File: config.mk
export PLATFORM = sky130hd
export DESIGN_NAME = gcode_line_filter_core_flat
export DESIGN_NICKNAME = d
export VERILOG_FILES = /design/src/hw/rtl/gclf_pkg.sv /design/src/hw/rtl/gclf_req_if.sv /design/src/hw/rtl/gclf_rsp_if.sv /design/src/hw/rtl/gcode_line_filter_core.sv /design/src/flat_wrapper.sv
export SDC_FILE = /design/constraint.sdc
export NUM_CORES = 1
export LEC_CHECK = 0
export ABC_AREA = 1
export BUFFER_PORTS_ARGS = -buffer_cell sky130_fd_sc_hd__buf_4
export CORE_ASPECT_RATIO = 1.25
export CORE_UTILIZATION = 40
export DETAILED_ROUTE_END_ITERATION = 16
export GPL_ROUTABILITY_DRIVEN = 1
export PLACE_DENSITY = 0.56
export SETUP_SLACK_MARGIN = 0.5
export SKIP_LAST_GASP = 1
export SLEW_MARGIN = 20
export SYNTH_ARGS = -nofsm -noshare
export SYNTH_HDL_FRONTEND = slang
export SYNTH_SLANG_ARGS = --single-unit
export TNS_END_PERCENT = 30
File: constraint.sdc
create_clock -name clock -period 2.9 [get_ports clock]
set_input_delay 0.87 -clock clock [delete_from_list [all_inputs] [get_ports clock]]
set_output_delay 0.87 -clock clock [all_outputs]
set_load 0.02 [all_outputs]
File: src/hw/rtl/gclf_pkg.sv
package gclf_pkg;

   localparam int unsigned CHAR_W    = 8;
   localparam int unsigned COUNT_W   = 8;

   localparam logic [COUNT_W-1:0] MAX_LINE_CHARS = COUNT_W'(128);

   localparam logic [CHAR_W-1:0] CHAR_LF     = 8'h0A;
   localparam logic [CHAR_W-1:0] CHAR_CR     = 8'h0D;
   localparam logic [CHAR_W-1:0] CHAR_SPACE  = 8'h20;
   localparam logic [CHAR_W-1:0] CHAR_PCT    = 8'h25;
   localparam logic [CHAR_W-1:0] CHAR_LPAREN = 8'h28;
   localparam logic [CHAR_W-1:0] CHAR_RPAREN = 8'h29;
   localparam logic [CHAR_W-1:0] CHAR_SEMI   = 8'h3B;
   localparam logic [CHAR_W-1:0] CHAR_LOW_A  = 8'h61;
   localparam logic [CHAR_W-1:0] CHAR_LOW_Z  = 8'h7A;
   localparam logic [CHAR_W-1:0] CASE_OFFSET = 8'h20;

   typedef logic [CHAR_W-1:0]  char_type;
   typedef logic [COUNT_W-1:0] count_type;

   function automatic char_type upcase(input char_type c);
      if (c >= CHAR_LOW_A && c <= CHAR_LOW_Z) begin
         return char_type'(c - CASE_OFFSET);
      end
      return c;
   endfunction

endpackage

File: src/hw/rtl/gclf_req_if.sv
interface gclf_req_if
   import gclf_pkg::*;
();
   logic     valid;
   logic     ready;
   char_type in_byte;

   modport source (output valid, output in_byte, input ready);
   modport sink   (input valid, input in_byte, output ready);
endinterface

File: src/hw/rtl/gclf_rsp_if.sv
interface gclf_rsp_if
   import gclf_pkg::*;
();
   logic     valid;
   logic     ready;
   char_type out_char;
   logic     end_of_line;
   logic     status;

   modport source (output valid, output out_char, output end_of_line, output status,
                   input ready);
   modport sink   (input valid, input out_char, input end_of_line, input status,
                   output ready);
endinterface

File: src/hw/rtl/gcode_line_filter_core.sv
// A byte accepted into the input register passes its result word on through the result register.
// Throughput: one byte per cycle while result words are taken; a byte that makes a result
// waits in the input register while the result register holds an untaken word.
// Reset (synchronous, active high) clears both valid flags, the comment flags, the
// kept-character count and the sticky line-too-long error.
module gcode_line_filter_core
   import gclf_pkg::*;
(
   input  logic           clock,
   input  logic           reset,
   gclf_req_if.sink       req_chan,
   gclf_rsp_if.source     rsp_chan
);

   logic      in_valid_ff;
   char_type  in_byte_ff;

   logic      paren_ff, paren_in;
   logic      discard_ff, discard_in;
   count_type count_ff, count_in;
   logic      err_ff, err_in;

   logic      rsp_valid_ff;
   char_type  rsp_char_ff;
   logic      rsp_eol_ff;
   logic      rsp_status_ff;

   logic      has_result;
   char_type  res_char;
   logic      res_eol;
   count_type count_inc;
   logic      advance;
   logic      step;

   always_comb begin
      paren_in   = paren_ff;
      discard_in = discard_ff;
      count_in   = count_ff;
      err_in     = err_ff;
      has_result = 1'b0;
      res_char   = in_byte_ff;
      res_eol    = 1'b0;
      count_inc  = (count_ff < MAX_LINE_CHARS) ? count_type'(count_ff + 1'b1) : count_ff;
      priority if (discard_ff) begin
         if (in_byte_ff == CHAR_LF) begin
            discard_in = 1'b0;
         end
      end else if (in_byte_ff == CHAR_SPACE || in_byte_ff == CHAR_CR
                   || in_byte_ff == CHAR_PCT) begin
         // drop filler
      end else if (in_byte_ff == CHAR_LPAREN) begin
         paren_in = 1'b1;
      end else if (in_byte_ff == CHAR_RPAREN) begin
         paren_in = 1'b0;
      end else if (paren_ff) begin
         // skip comment text, terminators included
      end else if (in_byte_ff == CHAR_LF || in_byte_ff == CHAR_SEMI) begin
         if (in_byte_ff == CHAR_SEMI) begin
            discard_in = 1'b1;
         end
         count_in   = '0;
         has_result = (count_ff != '0);
         res_char   = CHAR_LF;
         res_eol    = 1'b1;
      end else begin
         count_in   = count_inc;
         if (count_inc >= MAX_LINE_CHARS) begin
            err_in = 1'b1;
         end
         has_result = 1'b1;
         res_char   = upcase(in_byte_ff);
      end
   end

   // advance the held byte when its result has a free slot, or it makes none
   assign advance = !has_result || !rsp_valid_ff || rsp_chan.ready;
   assign step    = in_valid_ff && advance;

   assign req_chan.ready = !in_valid_ff || advance;

   always_ff @(posedge clock) begin
      if (reset) begin
         in_valid_ff <= 1'b0;
      end else if (req_chan.ready) begin
         in_valid_ff <= req_chan.valid;
      end
      if (req_chan.ready && req_chan.valid) begin
         in_byte_ff <= req_chan.in_byte;
      end
   end

   always_ff @(posedge clock) begin
      if (reset) begin
         paren_ff   <= 1'b0;
         discard_ff <= 1'b0;
         count_ff   <= '0;
         err_ff     <= 1'b0;
      end else if (step) begin
         paren_ff   <= paren_in;
         discard_ff <= discard_in;
         count_ff   <= count_in;
         err_ff     <= err_in;
      end
   end

   always_ff @(posedge clock) begin
      if (reset) begin
         rsp_valid_ff <= 1'b0;
      end else if (step && has_result) begin
         rsp_valid_ff <= 1'b1;
      end else if (rsp_chan.ready) begin
         rsp_valid_ff <= 1'b0;
      end
      if (step && has_result) begin
         rsp_char_ff   <= res_char;
         rsp_eol_ff    <= res_eol;
         rsp_status_ff <= err_in;
      end
   end

   assign rsp_chan.valid       = rsp_valid_ff;
   assign rsp_chan.out_char    = rsp_char_ff;
   assign rsp_chan.end_of_line = rsp_eol_ff;
   assign rsp_chan.status      = rsp_status_ff;

   a_err_sticky: assert property (@(posedge clock) disable iff (reset)
      err_ff |=> err_ff)
      else $error("line-too-long error cleared without reset");

   a_count_bound: assert property (@(posedge clock) disable iff (reset)
      count_ff <= MAX_LINE_CHARS)
      else $error("kept count above line limit");

   a_eol_char: assert property (@(posedge clock) disable iff (reset)
      rsp_valid_ff && rsp_eol_ff |-> rsp_char_ff == CHAR_LF)
      else $error("line end word without newline character");

   a_hold_input: assert property (@(posedge clock) disable iff (reset)
      in_valid_ff && !advance |=> in_valid_ff && $stable(in_byte_ff))
      else $error("stalled input byte lost");

   a_status_err: assert property (@(posedge clock) disable iff (reset)
      rsp_valid_ff && rsp_status_ff |-> err_ff)
      else $error("result status set without error flag");

endmodule

File: src/flat_wrapper.sv
// flat-port wrapper written by rule: the top's interface ports become plain ports
module gcode_line_filter_core_flat import gclf_pkg::*;
  (clock, reset, req_chan_valid, req_chan_in_byte, req_chan_ready, rsp_chan_valid, rsp_chan_out_char, rsp_chan_end_of_line, rsp_chan_status, rsp_chan_ready);
  gclf_req_if req_chan_i ();
  gclf_rsp_if rsp_chan_i ();
  input  logic clock;
  input  logic reset;
  input wire logic [$bits(req_chan_i.valid)-1:0] req_chan_valid;
  input wire logic [$bits(req_chan_i.in_byte)-1:0] req_chan_in_byte;
  output wire logic [$bits(req_chan_i.ready)-1:0] req_chan_ready;
  output wire logic [$bits(rsp_chan_i.valid)-1:0] rsp_chan_valid;
  output wire logic [$bits(rsp_chan_i.out_char)-1:0] rsp_chan_out_char;
  output wire logic [$bits(rsp_chan_i.end_of_line)-1:0] rsp_chan_end_of_line;
  output wire logic [$bits(rsp_chan_i.status)-1:0] rsp_chan_status;
  input wire logic [$bits(rsp_chan_i.ready)-1:0] rsp_chan_ready;
  assign req_chan_i.valid = req_chan_valid;
  assign req_chan_i.in_byte = req_chan_in_byte;
  assign req_chan_ready = req_chan_i.ready;
  assign rsp_chan_valid = rsp_chan_i.valid;
  assign rsp_chan_out_char = rsp_chan_i.out_char;
  assign rsp_chan_end_of_line = rsp_chan_i.end_of_line;
  assign rsp_chan_status = rsp_chan_i.status;
  assign rsp_chan_i.ready = rsp_chan_ready;
  gcode_line_filter_core u_core (.clock(clock), .reset(reset), .req_chan(req_chan_i), .rsp_chan(rsp_chan_i));
endmodule
==> flow_summary_export.csv <==
group,metric,value,unit
clock_tree,htreeDepth,2,
floorplan,fp.coreArea,0.00416,mm2
global_route,first_global_vias,1390,
power,intPower,704,uW
logic_synthesis,synthesis.nets,232,
layout,multi_input_area,905,um2
power,pwr-share-seq,53.4,%
layout,fin_nets,272,
global_route,grt_pass1_wl,6150,um
global_route,grt_max_degree,14,
setup_path,crit_buf_inv,2,
run,maxCapViolations,0,
sta,hold_violations,0,
sta,setup_viol,0,
clock_tree,clock-sinks,31,
clock_tree,clk_pin_slew_worst_paths,0.07,ns
layout,final_core_util,55.0,%
layout,layout.cells.non_filler,313,
sta,period_needed,2.63,ns
sta,clock.fmax,381,MHz
layout,antenna_cells,0,
run_status,status,"finished, final reports clean",
power,p_comb_share,12.3,%
power,power_density,411,mW/mm2
logic_synthesis,yosysWarnings,0,
logic_synthesis,synth_cells,216,
setup_path,cp_common_cell,"nand2_2",
clock_tree,clockBufferDepth,2,
logic_synthesis,ys_seq_area_share,44.9,%
power,switching_share,25.3,%
floorplan,start_util,42.8,%
floorplan,ios,24,
routing,drc,0,
clock_tree,cts_tree,"done",
sta,fin_crit_sh,90.6,%
setup_path,max_stage_delay,0.51,ns
floorplan,rows,26,
routing,first_pass_iters,5,
setup_path,worstPathArrival,1.76,ns
global_route,grt_usage,17.5,%
clock_tree,cts-hold-fix-buffers,0,
setup_path,cp-end-kind,"output pin",
floorplan,die_x,61.7,um
power,p_total,942,uW
setup_path,crit_type,"reg -> out",
sta,slew_viol_final,0,
logic_synthesis,synth_cell_types,31,
power,p_leak,0.941,nW
routing,via_per_inst,4.79,
setup_path,cp_cell_sequence,"ha_4 -> nand3_4 -> nor2_4 -> nor2_2 -> nand2_2 -> nor2_8 -> nand2_4 -> inv_2 -> nand2_2 -> buf_6",
global_route,overflow,0,
logic_synthesis,synth.cell_area,0.00178,mm2
layout,ff_latch_area,802,um2
power,clkPwrFrac,34.3,%
power,ir_drop,0.263,mV
routing,post_drt_wl_per_cell,12.1,um
layout,syn2layout_area_growth,28.5,%
routing,antenna_left,0,
setup_path,worstRegToRegCells,13,
floorplan,die_area,0.00473,mm2
setup_path,crit_cells,10,
sta,slew_headroom,69.3,%
clock_tree,cts_root_buffer,"clkbuf_8",
setup_path,critPathTopFamily,"simple AND/OR/NAND/NOR gates",
logic_synthesis,synthArstFlopShare,0,%
floorplan,chipHeight,76.6,um
setup_path,cp_max_fo,5,
global_route,antenna_found_initial,0,
sta,finClkSkew,0.00982,ns
sta,fin_tns_setup,0,ns
place,io_buffers,23,
sta,whs,0.467,ns
layout,drive_above_1_share,33.9,%
sta,rsz0062_at_grt,"true",
clock_tree,clock_latency,0.28,ns
logic_synthesis,synth_top_flop_cell,"edfxtp_1",
place,dpl.cell_count,289,
power,switching_power,238,uW
place,post-dp-hpwl,2520,um
logic_synthesis,syn_area_per_cell,8.25,um2
setup_path,worstPathRequired,2.03,ns
clock_tree,cts_made_buffers,5,
routing,postRouteWirelength,3790,um
setup_path,crit_path_start_kind,"flip-flop",
logic_synthesis,synth-edff-count,18,
routing,drtIter0Drc,50,
setup_path,worst_path_max_delay_cell,"edfxtp_1",
layout,fill_cells,401,
place,gp_congestion,0.859,
routing,num_vias,1498,
logic_synthesis,ys_ff_latch,31,
hold_path,min_path_cells,2,
sta,worst_pin_slew,0.460,ns
hold_path,hold_class,"reg -> reg",
[cells by family (layout without fill, tap and decap cells)]
family / after synthesis / count (layout) / synth area share (%)
AO/OA/AOI/OAI: 27 / 27 / 8.99
XOR/XNOR: 3 / 3 / 1.47
buffers and inverters: 37 / 78 / 8.43
flip-flops: 31 / 31 / 44.9
AND/OR/NAND/NOR: 114 / 114 / 33.4
adder cells (fa/ha/maj): 4 / 4 / 2.81
[worst paths after layout]
| check | from | end | slack [ns] |
|---|---|---|---|
| worst max-delay path | u_core.in_byte_ff[5]$_DFFE_PP_ | req_chan_ready | 0.27 |
| worst min-delay path | u_core.err_ff$_SDFFE_PP0N_ | u_core.err_ff$_SDFFE_PP0N_ | 0.47 |
| worst max register to register | u_core.in_byte_ff[4]$_DFFE_PP_ | u_core.rsp_chan.out_char[7]$_DFFE_PP_ | 0.60 |
| worst min register to register | u_core.err_ff$_SDFFE_PP0N_ | u_core.err_ff$_SDFFE_PP0N_ | 0.47 |
[per-layer routing]
layer	global-route usage, %	wire length (um)	vias up
met1	22.6	1650	674
met5	0	0	-
met3	4.24	143	6
met4	8.22	65	0
li1	-	-	784
met2	26.8	1930	34
[cell usage in the layout (no fill, tap or decap)]
cell | Yosys | layout
ha_1 | 4 | 3
inv_2 | 6 | 6
nand2_8 | 1 | 3
a21oi_1 | 17 | 17
dfxtp_1 | 13 | 12
a21oi_2 | 4 | 4
nand3_1 | 12 | 11
a211oi_1 | 2 | 2
dfxtp_2 | 0 | 1
nand2_2 | 6 | 7
inv_4 | 0 | 1
ha_4 | 0 | 1
clkbuf_1 | 5 | 2
nand2_1 | 52 | 50
o21ai_0 | 2 | 2
o31ai_1 | 2 | 2
nor2_1 | 21 | 17
nand3_4 | 1 | 2
buf_4 | 0 | 38
nor2_2 | 1 | 4
clkbuf_8 | 0 | 5
clkinv_2 | 0 | 1
nand3_2 | 1 | 1
nor3_1 | 1 | 1
nor3b_1 | 1 | 1
nand4_1 | 8 | 8
nor2_4 | 3 | 4
nor2_8 | 1 | 1
buf_6 | 0 | 2
and2_4 | 1 | 1
nor3_4 | 0 | 1
inv_1 | 23 | 21
xor2_1 | 3 | 3
nand2_4 | 3 | 2
clkinvlp_4 | 0 | 1
clkinv_4 | 1 | 1
edfxtp_1 | 18 | 18
[flip-flops by register name, indices dropped and copies added (netlist names)]
| register | flops |
|---|---|
| u_core.count_ff | 8 |
| u_core.discard_ff | 1 |
| u_core.err_ff | 1 |
| u_core.in_byte_ff | 8 |
| u_core.in_valid_ff | 1 |
| u_core.paren_ff | 1 |
| u_core.rsp_chan.end_of_line | 1 |
| u_core.rsp_chan.out_char | 8 |
| u_core.rsp_chan.status | 1 |
| u_core.rsp_chan.valid | 1 |
[through the flow]
stage	worst slack, ns	area [um2]
2_1_floorplan	0.558	1780
3_3_place_gp	0.286	2000
3_5_place_dp	0.293	2000
4_1_cts	0.258	2180
5_1_grt	0.153	2290
6_report	0.272	2290
[cell usage after synthesis, types with 3 or more instances]
cell,count,area share (%)
nand2_1,52,11
inv_1,23,4.8
nor2_1,21,4.4
edfxtp_1,18,30
a21oi_1,17,4.8
dfxtp_1,13,15
nand3_1,12,3.4
nand4_1,8,2.8
inv_2,6,1.3
nand2_2,6,2.1
clkbuf_1,5,1.1
a21oi_2,4,2.0
ha_1,4,2.8
nand2_4,3,1.9
nor2_4,3,1.9
xor2_1,3,1.5
[worst min-delay path: stages (launching register included)]
cell     delay (ns)
dfxtp_1        0.30
inv_1          0.07
a21oi_2        0.05
[power groups by stage]
stage / combinational, mW / sequential [mW] / clock [mW]
floorplan: 0.0548 / 0.515 / 0
global placement: 0.0948 / 0.512 / 0
detailed placement: 0.0952 / 0.512 / 0
CTS: 0.105 / 0.502 / 0.335
global route: 0.127 / 0.506 / 0.352
finish: 0.116 / 0.503 / 0.323
[timing repair]
item	in CTS	in global routing
gates resized for setup	9	12
buffers inserted	8	8
cloned	0	0
pin swaps	8	10
setup endpoints to repair	1	11
[layout make-up]
type	count	area share [%]
clock buffers	7	3.33
clock inverters	1	0.219
inverters	30	5.41
multi-input cells	148	39.5
flip-flops and latches	31	35.0
well taps	56	3.06
repair buffers	40	13.4
No activity file was read; power rests on OpenSTA's default activity.
